==> config.mk <==
export PLATFORM = sky130hd
export DESIGN_NAME = least_loaded_server_dispatch_core
export DESIGN_NICKNAME = d
export VERILOG_FILES = /design/src/hw/rtl/llsd_pkg.sv /design/src/hw/rtl/least_loaded_server_dispatch_core.sv /design/src/hw/rtl/llsd_cell.sv
export VERILOG_INCLUDE_DIRS = /design/src /design/src/hw/rtl
export SDC_FILE = /design/constraint.sdc
export NUM_CORES = 2
export LEC_CHECK = 0
export BUFFER_PORTS_ARGS = -buffer_cell sky130_fd_sc_hd__buf_2
export CORE_ASPECT_RATIO = 0.7
export CORE_MARGIN = 2
export CORE_UTILIZATION = 38
export CTS_BUF_LIST = sky130_fd_sc_hd__clkbuf_4
export CTS_CLUSTER_DIAMETER = 50
export DETAILED_ROUTE_END_ITERATION = 7
export PLACE_DENSITY = 0.54
export SYNTH_ARGS = -nofsm -noshare
export SYNTH_HDL_FRONTEND = slang
export SYNTH_SLANG_ARGS = --single-unit
==> constraint.sdc <==
create_clock -name clk -period 3.2 [get_ports clk]
set_input_delay 0.16 -clock clk [delete_from_list [all_inputs] [get_ports clk]]
set_output_delay 0.16 -clock clk [all_outputs]
set_load 0.03 [all_outputs]
==> src/hw/rtl/assert_macros.svh <==
// Assertion macros used by the RTL of the dispatch block.
// Each macro samples on the rising edge of clk and is disabled while rst_n is low.
`ifndef ASSERT_MACROS_SVH
`define ASSERT_MACROS_SVH

// The property must hold at every clock edge outside reset.
`define ASSERT_CLK(label, prop, msg) \
    label: assert property (@(posedge clk) disable iff (!rst_n) (prop)) else $error(msg);

// The antecedent must imply the consequent at the same clock edge.
`define ASSERT_IMPLY(label, ante, cons, msg) \
    label: assert property (@(posedge clk) disable iff (!rst_n) (ante) |-> (cons)) \
        else $error(msg);

`endif

==> src/hw/rtl/llsd_pkg.sv <==
`timescale 1ns / 1ps
// Shared types and constants of the least-loaded server dispatch block.
// Depends on nothing; used by the cell and the top level.
package llsd_pkg;

    localparam int NUM_SERVERS_DEF = 16;
    localparam int LOAD_W          = 32;
    localparam int SVC_W           = 16;
    localparam int SRV_W           = 4;
    localparam int CFG_W           = 5;

    localparam logic OP_CLEAR = 1'b0;
    localparam logic OP_JOB   = 1'b1;

    // Search token that travels down the chain of cells.
    typedef struct packed {
        logic              valid;
        logic              found;
        logic [LOAD_W-1:0] load;
    } llsd_tok_t;

endpackage

==> src/hw/rtl/least_loaded_server_dispatch_core.sv <==
`timescale 1ns / 1ps
// Least-loaded server dispatch. Each server load sits in its own cell of a chain; a search
// token walks the chain one cell per cycle and picks the least-loaded active server, lowest
// index on ties. A job beat makes two token passes before its result beat: one pass
// finds the server, its saturated load is written back in the next cycle, and a second
// pass launched after that write finds the next server. A clear beat zeroes every load
// with no token pass. Each pass walks the whole chain of NUM_SERVERS cells. The block
// takes one beat at a time and takes the next beat once the result has moved into the
// result register; that register lets the next beat in while a result still waits.
// Depends on llsd_pkg, llsd_cell and assert_macros.svh.
`include "assert_macros.svh"
module least_loaded_server_dispatch_core #(
    parameter int NUM_SERVERS = llsd_pkg::NUM_SERVERS_DEF
) (
    input  logic                        clk,
    input  logic                        rst_n,
    input  logic                        in_valid,
    output logic                        in_ready,
    input  logic                        operation,
    input  logic [llsd_pkg::SVC_W-1:0]  service_time,
    output logic                        out_valid,
    input  logic                        out_ready,
    output logic [llsd_pkg::SRV_W-1:0]  assigned_server,
    output logic [llsd_pkg::SRV_W-1:0]  next_server,
    input  logic                        cfg_we,
    input  logic [llsd_pkg::CFG_W-1:0]  cfg_data
);

    localparam int IDX_W = (NUM_SERVERS > 1) ? $clog2(NUM_SERVERS) : 1;
    localparam int CNT_W = $clog2(NUM_SERVERS + 1);
    localparam int LOAD_W = llsd_pkg::LOAD_W;

    typedef enum logic [1:0] {
        S_IDLE,
        S_SCAN1,
        S_SCAN2,
        S_DONE
    } state_t;

    state_t                        state_reg, state_next;
    logic                          launch_reg, launch_next;
    logic                          clear_reg, clear_next;
    logic                          wr_en_reg, wr_en_next;
    logic [IDX_W-1:0]              wr_idx_reg, wr_idx_next;
    logic [LOAD_W-1:0]             wr_load_reg, wr_load_next;
    logic [llsd_pkg::SVC_W-1:0]    svc_reg, svc_next;
    logic [llsd_pkg::SRV_W-1:0]    res_assigned_reg, res_assigned_next;
    logic [llsd_pkg::SRV_W-1:0]    res_next_reg, res_next_next;
    logic                          out_valid_reg, out_valid_next;
    logic [llsd_pkg::SRV_W-1:0]    assigned_reg, assigned_next;
    logic [llsd_pkg::SRV_W-1:0]    next_reg, next_next;
    logic [llsd_pkg::CFG_W-1:0]    servers_reg, servers_next;

    logic [CNT_W-1:0]              active_count;
    logic [LOAD_W:0]               sum_full;
    logic [LOAD_W-1:0]             sum_sat;

    llsd_pkg::llsd_tok_t           tok [0:NUM_SERVERS];
    logic [IDX_W-1:0]              tok_idx [0:NUM_SERVERS];

    always_comb
    begin
        if (servers_reg == '0)
        begin
            active_count = CNT_W'(1);
        end
        else if (32'(servers_reg) > NUM_SERVERS)
        begin
            active_count = CNT_W'(NUM_SERVERS);
        end
        else
        begin
            active_count = CNT_W'(servers_reg);
        end
    end

    assign tok[0].valid = launch_reg;
    assign tok[0].found = 1'b0;
    assign tok[0].load  = '0;
    assign tok_idx[0]   = '0;

    for (genvar i = 0; i < NUM_SERVERS; i++)
    begin : g_cell
        llsd_cell #(
            .NUM_SERVERS(NUM_SERVERS),
            .CELL_IDX(i),
            .IDX_W(IDX_W),
            .CNT_W(CNT_W)
        ) u_cell (
            .clk(clk),
            .rst_n(rst_n),
            .clear(clear_reg),
            .wr_en(wr_en_reg),
            .wr_idx(wr_idx_reg),
            .wr_load(wr_load_reg),
            .active_count(active_count),
            .tok_in(tok[i]),
            .tok_in_idx(tok_idx[i]),
            .tok_out(tok[i+1]),
            .tok_out_idx(tok_idx[i+1])
        );
    end

    assign sum_full = {1'b0, tok[NUM_SERVERS].load}
                    + {{(LOAD_W + 1 - llsd_pkg::SVC_W){1'b0}}, svc_reg};
    assign sum_sat  = sum_full[LOAD_W] ? {LOAD_W{1'b1}} : sum_full[LOAD_W-1:0];

    always_comb
    begin
        state_next        = state_reg;
        launch_next       = 1'b0;
        clear_next        = 1'b0;
        wr_en_next        = 1'b0;
        wr_idx_next       = wr_idx_reg;
        wr_load_next      = wr_load_reg;
        svc_next          = svc_reg;
        res_assigned_next = res_assigned_reg;
        res_next_next     = res_next_reg;
        out_valid_next    = out_valid_reg;
        assigned_next     = assigned_reg;
        next_next         = next_reg;
        servers_next      = cfg_we ? cfg_data : servers_reg;

        if (out_valid_reg && out_ready)
        begin
            out_valid_next = 1'b0;
        end

        case (state_reg)
            S_IDLE:
            begin
                if (in_valid)
                begin
                    if (operation == llsd_pkg::OP_CLEAR)
                    begin
                        clear_next        = 1'b1;
                        res_assigned_next = '0;
                        res_next_next     = '0;
                        state_next        = S_DONE;
                    end
                    else
                    begin
                        svc_next    = service_time;
                        launch_next = 1'b1;
                        state_next  = S_SCAN1;
                    end
                end
            end
            S_SCAN1:
            begin
                if (tok[NUM_SERVERS].valid)
                begin
                    wr_en_next        = 1'b1;
                    wr_idx_next       = tok_idx[NUM_SERVERS];
                    wr_load_next      = sum_sat;
                    res_assigned_next = llsd_pkg::SRV_W'(tok_idx[NUM_SERVERS]);
                    state_next        = S_SCAN2;
                end
            end
            S_SCAN2:
            begin
                // The second pass starts once the new load sits in its cell.
                if (wr_en_reg)
                begin
                    launch_next = 1'b1;
                end
                if (tok[NUM_SERVERS].valid)
                begin
                    res_next_next = llsd_pkg::SRV_W'(tok_idx[NUM_SERVERS]);
                    state_next    = S_DONE;
                end
            end
            S_DONE:
            begin
                if (!out_valid_reg || out_ready)
                begin
                    out_valid_next = 1'b1;
                    assigned_next  = res_assigned_reg;
                    next_next      = res_next_reg;
                    state_next     = S_IDLE;
                end
            end
            default:
            begin
                state_next = S_IDLE;
            end
        endcase
    end

    always_ff @(posedge clk or negedge rst_n)
    begin
        if (!rst_n)
        begin
            state_reg        <= S_IDLE;
            launch_reg       <= 1'b0;
            clear_reg        <= 1'b0;
            wr_en_reg        <= 1'b0;
            wr_idx_reg       <= '0;
            wr_load_reg      <= '0;
            svc_reg          <= '0;
            res_assigned_reg <= '0;
            res_next_reg     <= '0;
            out_valid_reg    <= 1'b0;
            assigned_reg     <= '0;
            next_reg         <= '0;
            servers_reg      <= llsd_pkg::CFG_W'(1);
        end
        else
        begin
            state_reg        <= state_next;
            launch_reg       <= launch_next;
            clear_reg        <= clear_next;
            wr_en_reg        <= wr_en_next;
            wr_idx_reg       <= wr_idx_next;
            wr_load_reg      <= wr_load_next;
            svc_reg          <= svc_next;
            res_assigned_reg <= res_assigned_next;
            res_next_reg     <= res_next_next;
            out_valid_reg    <= out_valid_next;
            assigned_reg     <= assigned_next;
            next_reg         <= next_next;
            servers_reg      <= servers_next;
        end
    end

    assign in_ready        = (state_reg == S_IDLE);
    assign out_valid       = out_valid_reg;
    assign assigned_server = assigned_reg;
    assign next_server     = next_reg;

    // A token leaving the chain always belongs to a running search.
    `ASSERT_IMPLY(a_tok_in_scan, tok[NUM_SERVERS].valid, (state_reg == S_SCAN1) || (state_reg == S_SCAN2), "token left the chain outside a search")
    // Server 0 is always active, so every finished search has a winner.
    `ASSERT_IMPLY(a_tok_found, tok[NUM_SERVERS].valid, tok[NUM_SERVERS].found, "search finished without a winner")
    // A clear never overlaps a load write or a token launch.
    `ASSERT_CLK(a_clear_alone, !(clear_reg && (wr_en_reg || launch_reg)), "clear overlaps a write or launch")
    // The active count stays within the chain.
    `ASSERT_CLK(a_count_range, (active_count != '0) && (32'(active_count) <= NUM_SERVERS), "active count out of range")

endmodule

==> src/hw/rtl/llsd_cell.sv <==
`timescale 1ns / 1ps
// One server cell: holds a server load and forwards the search token by one stage.
// Depends on llsd_pkg.
module llsd_cell #(
    parameter int NUM_SERVERS = llsd_pkg::NUM_SERVERS_DEF,
    parameter int CELL_IDX    = 0,
    parameter int IDX_W       = (NUM_SERVERS > 1) ? $clog2(NUM_SERVERS) : 1,
    parameter int CNT_W       = $clog2(NUM_SERVERS + 1)
) (
    input  logic                        clk,
    input  logic                        rst_n,
    input  logic                        clear,
    input  logic                        wr_en,
    input  logic [IDX_W-1:0]            wr_idx,
    input  logic [llsd_pkg::LOAD_W-1:0] wr_load,
    input  logic [CNT_W-1:0]            active_count,
    input  llsd_pkg::llsd_tok_t         tok_in,
    input  logic [IDX_W-1:0]            tok_in_idx,
    output llsd_pkg::llsd_tok_t         tok_out,
    output logic [IDX_W-1:0]            tok_out_idx
);

    logic [llsd_pkg::LOAD_W-1:0] load_reg;
    logic                        tok_valid_reg;
    logic                        tok_found_reg;
    logic [llsd_pkg::LOAD_W-1:0] tok_load_reg;
    logic [IDX_W-1:0]            tok_idx_reg;

    logic                        active;
    logic                        take;
    logic                        tok_found_next;
    logic [llsd_pkg::LOAD_W-1:0] tok_load_next;
    logic [IDX_W-1:0]            tok_idx_next;

    assign active = CNT_W'(CELL_IDX) < active_count;

    // Strict compare keeps the lowest index on ties.
    assign take = active && (!tok_in.found || (load_reg < tok_in.load));

    assign tok_found_next = tok_in.found | take;
    assign tok_load_next  = take ? load_reg : tok_in.load;
    assign tok_idx_next   = take ? IDX_W'(CELL_IDX) : tok_in_idx;

    always_ff @(posedge clk or negedge rst_n)
    begin
        if (!rst_n)
        begin
            load_reg      <= '0;
            tok_valid_reg <= 1'b0;
        end
        else
        begin
            tok_valid_reg <= tok_in.valid;
            if (clear)
            begin
                load_reg <= '0;
            end
            else if (wr_en && (wr_idx == IDX_W'(CELL_IDX)))
            begin
                load_reg <= wr_load;
            end
        end
    end

    always_ff @(posedge clk)
    begin
        tok_found_reg <= tok_found_next;
        tok_load_reg  <= tok_load_next;
        tok_idx_reg   <= tok_idx_next;
    end

    assign tok_out.valid = tok_valid_reg;
    assign tok_out.found = tok_found_reg;
    assign tok_out.load  = tok_load_reg;
    assign tok_out_idx   = tok_idx_reg;

endmodule

# After elaboration in Yosys (flattened, before gate mapping)
# Cells that the tools add are included.
[op_classes]
addsub = 1
order_cmp = 32
n_eq_ne = 23
n_mux = 74
bitwise = 14
reduce_logical = 91
[ops]
columns = ["operator", "n"]
rows = [
  ["$mux W32", 48],
  ["$lt A32 B32 Y1", 15],
  ["$lt A4 B5 Y1 const A", 8],
  ["$reduce_bool A2 Y1", 18],
  ["$add A32 B16 Y33", 1],
  ["$eq A4 B4 Y1 const B", 8],
  ["$logic_and A1 B1 Y1", 32],
  ["$lt A3 B5 Y1 const A", 4],
  ["$eq A4 B3 Y1 const B", 4],
  ["$logic_not A1 Y1", 16],
  ["$logic_or A1 B1 Y1", 16],
  ["$pmux W4 S2", 2],
  ["$or A1 B1 Y1", 14],
  ["$mux W1", 12],
  ["$mux W4", 3],
  ["$reduce_and A4 Y1", 3],
  ["$lt A1 B5 Y1 const A", 2],
  ["$lt A2 B5 Y1 const A", 2],
  ["$mux W2", 5],
  ["$mux W5", 2],
  ["$eq A4 B2 Y1 const B", 2],
  ["$pmux W2 S4", 1],
  ["$ne A2 B2 Y1 const B", 3],
  ["$gt A5 B5 Y1 const B", 1],
  ["other kinds (10)", 13],
]
[totals]
ff_bits = 1194
inputBits = 27
out_inout_bits = 10
word_cells = 326

# Depth between registers and ports, before layout
[depth]
word_depth = 6
ltp_mapped = 10
ltp_nobuf = 8

# Cells and area by module
# From an unflattened synthesis, not the netlist that was laid out.
[unflattened]
cells_unflattened = 6000
area_unflattened_um2 = 58994.1
[modules_own_cells]
columns = ["mod", "n_inst", "cells_each", "area_per_inst_um2", "seq_area_each_um2"]
rows = [
  ["least_loaded_server_dispatch_core", 1, 455, 4241.6, 1978.1],
  ["llsd_cell at g_cell[10].u_cell", 1, 448, 3918.8, 1566.5],
  ["llsd_cell at g_cell[8].u_cell", 1, 448, 3888.7, 1566.5],
  ["llsd_cell at g_cell[0].u_cell", 1, 333, 3437.0, 1566.5],
  ["llsd_cell at g_cell[12].u_cell", 1, 333, 3398.3, 1566.5],
  ["llsd_cell at g_cell[2].u_cell", 1, 332, 3393.3, 1566.5],
  ["llsd_cell at g_cell[5].u_cell", 1, 334, 3392.0, 1566.5],
  ["llsd_cell at g_cell[1].u_cell", 1, 334, 3390.8, 1566.5],
  ["llsd_cell at g_cell[4].u_cell", 1, 333, 3388.2, 1566.5],
  ["llsd_cell at g_cell[6].u_cell", 1, 332, 3387.0, 1566.5],
  ["llsd_cell at g_cell[11].u_cell", 1, 330, 3355.7, 1566.5],
  ["llsd_cell at g_cell[3].u_cell", 1, 330, 3353.2, 1566.5],
  ["llsd_cell at g_cell[15].u_cell", 1, 331, 3347.0, 1566.5],
  ["llsd_cell at g_cell[14].u_cell", 1, 333, 3313.2, 1566.5],
  ["+3 rows", "-", "-", "-", "-"],
]

# Worst setup path after synthesis
# No wires, ideal clock.
[synth_timing]
path_kind = "register to register"
from = "reg svc_reg[0] in the netlist's numbering"
to = "reg wr_load_reg[25]"
setup_time_ps = 132
arrival_ps = 2501
required_ps = 3068
setup_slack_ps = 567
stages_incl_launch_ff = 10
path_buffers = 1
period_less_slack_ps = 2633
cell_sequence = "dfrtp_1 ha_1 fa_1 a211oi_1 o211ai_1 a21oi_2 a211oi_2 a21oi_1 buf_2 a31oi_1"
[synth_between]
elab_chain_len = 2
[synth_rtl]
columns = ["item", "line", "source"]
rows = [
  ["start: declaration", "least_loaded_server_dispatch_core.sv:46", "logic [llsd_pkg::SVC_W-1:0] svc_reg, svc_next;"],
  ["start signal: assignment", "least_loaded_server_dispatch_core.sv:216", "svc_reg <= svc_next;"],
  ["$add A32 B16 Y33", "least_loaded_server_dispatch_core.sv:105", "+ {{(LOAD_W + 1 - llsd_pkg::SVC_W){1'b0}}, svc_reg};"],
  ["$mux W32", "least_loaded_server_dispatch_core.sv:106", "assign sum_sat = sum_full[LOAD_W] ? {LOAD_W{1'b1}} : sum_full[LOAD_W-1:0];"],
  ["end signal: assignment", "least_loaded_server_dispatch_core.sv:215", "wr_load_reg <= wr_load_next;"],
  ["end: declaration", "least_loaded_server_dispatch_core.sv:45", "logic [LOAD_W-1:0] wr_load_reg, wr_load_next;"],
]
# Every way passes these cells.
# A chain may end at the register's enable or synchronous reset.

# Final worst setup path
[layout_timing]
from = "reg g_cell[1].u_cell.tok_load_reg[1] in the netlist's numbering"
to = "reg g_cell[2].u_cell.tok_load_reg[8] in the netlist's numbering"
[layout_between]
elab_chain_len = 4
[layout_rtl]
columns = ["item", "line", "source"]
rows = [
  ["start: declaration", "llsd_cell.sv:26", "logic [llsd_pkg::LOAD_W-1:0] tok_load_reg;"],
  ["start signal: assignment", "llsd_cell.sv:68", "tok_load_reg <= tok_load_next;"],
  ["$lt A32 B32 Y1", "llsd_cell.sv:38", "assign take = active && (!tok_in.found || (load_reg < tok_in.load));"],
  ["$logic_or A1 B1 Y1", "llsd_cell.sv:38", ""],
  ["$logic_and A1 B1 Y1", "llsd_cell.sv:38", ""],
  ["$mux W32", "llsd_cell.sv:41", "assign tok_load_next = take ? load_reg : tok_in.load;"],
  ["via g_cell[2].u_cell.tok_load_next (one bit)", "llsd_cell.sv:32", "logic [llsd_pkg::LOAD_W-1:0] tok_load_next;"],
  ["end signal: assignment", "llsd_cell.sv:68", ""],
  ["end: declaration", "llsd_cell.sv:26", ""],
]
# The timed path passes the listed nets, and every way through them passes these cells.

==> key figures <==
Outcome
  – Status: complete, no violations

Floorplan
  – Row Count: 116
  – Core Box Area: between 100000 and 150000 µm²
  – DIE AREA: 147000 µm²
  – Boundary pin count: 37
  – Die height: 321 µm
  – Starting Density: 0.383
  – Die width: 457 µm

Timing
  – Final worst path period need: 2.95 ns
  – Worst hold slack: 0.230 ns
  – Clock Skews: 0.116 ns
  – Setup TNS Final: 0 ns
  – RSZ-0062 raised after global routing: no
  – Setup WS post-layout: about 0.25 ns
  – Final setup vio count: 0
  – Final worst-path cycle share: 0.923
  – Worst-Margin Slew: 1.09 ns
  – Rel. slew slack: 0.272
  – Max Freq: 0.338 GHz
  – Final Max Slew Viols: 0
  – Final Hold Violating Endpoints: 0

Logic synthesis
  – Post-synthesis cell area: around 55000 µm²
  – Sequential share of the synthesized area: 0.489
  – Syn_nets: around 6200
  – Top_reg_cell synth: dfrtp_1
  – Synthesized area per cell: 9.57 µm²
  – Netlist cell types: a little under 80
  – Synth Instances: 5712
  – Yosys reg bits: 1183
  – Ys Warns: 0
  – Number of flops mapped to enable cells by yosys: 0
  – Synth async-reset ratio: 0.513

Routing
  – Initial drt markers: approximately 3400
  – Drt pass-1 iters: 6
  – Vias: ~40000
  – Final WL: 167000 µm
  – Wire per inst: 20.7 µm
  – Post-route ant nets: 0
  – DRC: 0
  – Avg Vias per Cell: roughly 5.0

Critical path
  – Worst Setup End Kind: flip-flop
  – Reg-to-reg endpoint: g_cell[2].u_cell.tok_load_reg[8]$_DFF_P_
  – CP Max Fanout: 22
  – Setup crit end: g_cell[2].u_cell.tok_load_reg[8]$_DFF_P_
  – Worst EP required: between 4 and 5 ns
  – R2R Setup Slk: 0.25 ns
  – WP data arrival: 4.07 ns
  – Reg-to-reg startpoint: g_cell[1].u_cell.tok_load_reg[1]$_DFF_P_
  – Crit path launch: g_cell[1].u_cell.tok_load_reg[1]$_DFF_P_
  – Crit path launch type: flip-flop
  – CP Class: reg2reg
  – Worst r2r path cells: 8

Final layout
  – Layout cells sized above 1: 0.205
  – Nets@finish: 6463
  – Multi-input gate area: 25000 µm²
  – Register area: approximately 27000 µm²
  – Fill cells: 13900
  – Area Overhead vs Synth: 14.1%

Global routing
  – Largest net degree at the start of global routing: 107
  – First-pass GRT wire length: 252000 µm
  – Vias in the first global route: approximately 40000
  – Grt total ovfl: 0
  – Tot GR Track Use: 0.228
  – Initial antenna violation count: 9

Place
  – Input/output buffers: 36
  – Detailed placement HPWL: ~110000 µm
  – GPL Wtd Cong: 0.833
  – Pre-CTS WS: around 0.16 ns

Clock network
  – Clock insertion delay at the later pin of the skew report: 1.32 ns
  – Clock tree buffer depth: 4
  – CTS tree: built
  – Clock-pin slew on the worst setup and hold paths: 0.07 ns
  – Htree depth: 5
  – Clk root buf: clkbuf_4
  – CTS sink count: roughly 1200
  – Total CTS buffers: 320

Hold path
  – Min-Delay Path Depth: 5
  – Hold Path Class: in2reg

Pwr
  – Peak VDD IR: 0.000356 V
  – Total power draw: 31000 µW
  – Leak Pwr: 0.0277 µW
  – P per Cell Area: 497 nW/µm²

Flow run
  – Max-cap violations: 0
## area by class of cell
cell class              count  area share
diodes                      9    0.000361
clock buffers             494      0.0595
clock inverters            70     0.00568
inverters                 486      0.0293
multi-input cells        3719       0.401
flip-flops and latches   1183       0.429
well taps                1888      0.0379
repair buffers            240      0.0373
## stage by stage
stage / std cells / area [µm²] / util
after CTS: 8076 / 62300 / 0.436
final: 8089 / 62400 / 0.437
after global placement: 7437 / 57500 / 0.402
after global routing: 8088 / 62400 / 0.437
after detailed placement: 7437 / 57500 / 0.402
after floorplan: 5712 / 54700 / -
## worst min-delay path by stage
stage                    from  slack [ns]                                   endpoint
finish              out_ready        0.23                        out_valid$_DFF_PN0_
global placement        rst_n        0.15  g_cell[4].u_cell.load_reg[11]$_DFFE_PN0P_
detailed placement      rst_n        0.15  g_cell[4].u_cell.load_reg[20]$_DFFE_PN0P_
global route        out_ready        0.18                        out_valid$_DFF_PN0_
floorplan               rst_n       -0.14             assigned_server[0]$_DFFE_PN0P_
CTS                 out_ready        0.07                        out_valid$_DFF_PN0_
## cells in the mapped netlist (4+ instances only)
cell type / instances / area share
nand2_1: 1270 / 0.087
nor2b_1: 24 / 0.0027
a41oi_2: 8 / 0.0024
mux2_4: 20 / 0.0055
and4_1: 22 / 0.0035
mux2_2: 479 / 0.099
nor3_1: 13 / 0.0012
buf_2: 51 / 0.0047
or3_1: 9 / 0.0010
inv_1: 486 / 0.033
or2_2: 31 / 0.0035
a21oi_1: 752 / 0.069
a211oi_1: 21 / 0.0029
o21ai_0: 150 / 0.014
a221oi_1: 6 / 0.00096
o21a_1: 11 / 0.0015
o211ai_1: 14 / 0.0019
clkbuf_1: 269 / 0.018
or4_1: 4 / 0.00055
a2111o_1: 11 / 0.0023
and3_1: 6 / 0.00069
dfxtp_1: 576 / 0.21
a31oi_1: 25 / 0.0029
xor2_1: 6 / 0.00096
a31o_2: 4 / 0.00064
nand3_1: 29 / 0.0027
dfrtp_1: 606 / 0.28
a21o_1: 32 / 0.0044
o31ai_1: 15 / 0.0021
ha_1: 485 / 0.11
nor2_1: 117 / 0.0080
nand4_1: 24 / 0.0027
nand2b_1: 36 / 0.0041
xnor2_1: 9 / 0.0014
a2111oi_0: 6 / 0.00096
mux2_1: 6 / 0.0012
nor4_1: 11 / 0.0013
## power by group
| group | total, µW | internal, µW | leakage [µW] | switching, µW |
|---|---|---|---|---|
| clock network | 13800 | 7250 | 0.00245 | 6570 |
| registers | 15200 | 15000 | 0.0130 | 171 |
| logic | 1930 | 711 | 0.0122 | 1220 |
## layer usage
layer	track usage	vias to the layer above	wire [µm]
li1	-	19800	-
met1	0.339	19600	82900
met2	0.315	1187	66900
met3	0.0590	275	13100
met4	0.0760	0	4440
met5	0	-	0
## cells by family after synthesis
logic type,synth area share
other,0.0000686
AO/OA/AOI/OAI,0.112
buffers and inverters,0.0572
multiplexers,0.106
adder cells (fa/ha/maj),0.111
flip-flops,0.489
XOR/XNOR,0.00240
AND/OR/NAND/NOR,0.122
## worst max-delay path, stage by stage, from the launching register on
cell,delay (ns)
dfxtp_1,0.35
inv_1,0.05
ha_1,0.28
a2111o_1,0.36
a31oi_1,0.30
o211ai_1,0.30
a41oi_4,0.49
buf_12,0.25
mux2_2,0.38
## timing repair
item,4_1_cts,5_1_grt
setup endpoints to repair,0,20
hold endpoints to repair,649,0
buffers inserted,0,4
hold buffers,75,0
gates resized for setup,0,1
## layout by cell type (no fill, tap or decap), types with 11 or more instances in the layout
cell type      instances
a211oi_1              21
nand2b_1              36
nor4_1                11
nand4_1               24
buf_4                 97
dfxtp_1              576
o211ai_1              14
clkinv_1              54
nor2b_1               24
o21a_1                11
or2_2                 31
nand3_1               29
dfrtp_2               21
a21oi_1              751
a2111o_1              11
dlygate4sd3_1         74
buf_2                 35
nand2_1             1270
inv_1                486
a21o_1                32
ha_1                 485
mux2_2               479
o21ai_0              150
a31oi_1               25
dfrtp_1              584
nor2_2                12
mux2_4                20
and4_1                22
buf_12                32
clkbuf_4             494
o31ai_1               15
nor2_1               105
Power figures use the tool's default switching activity.
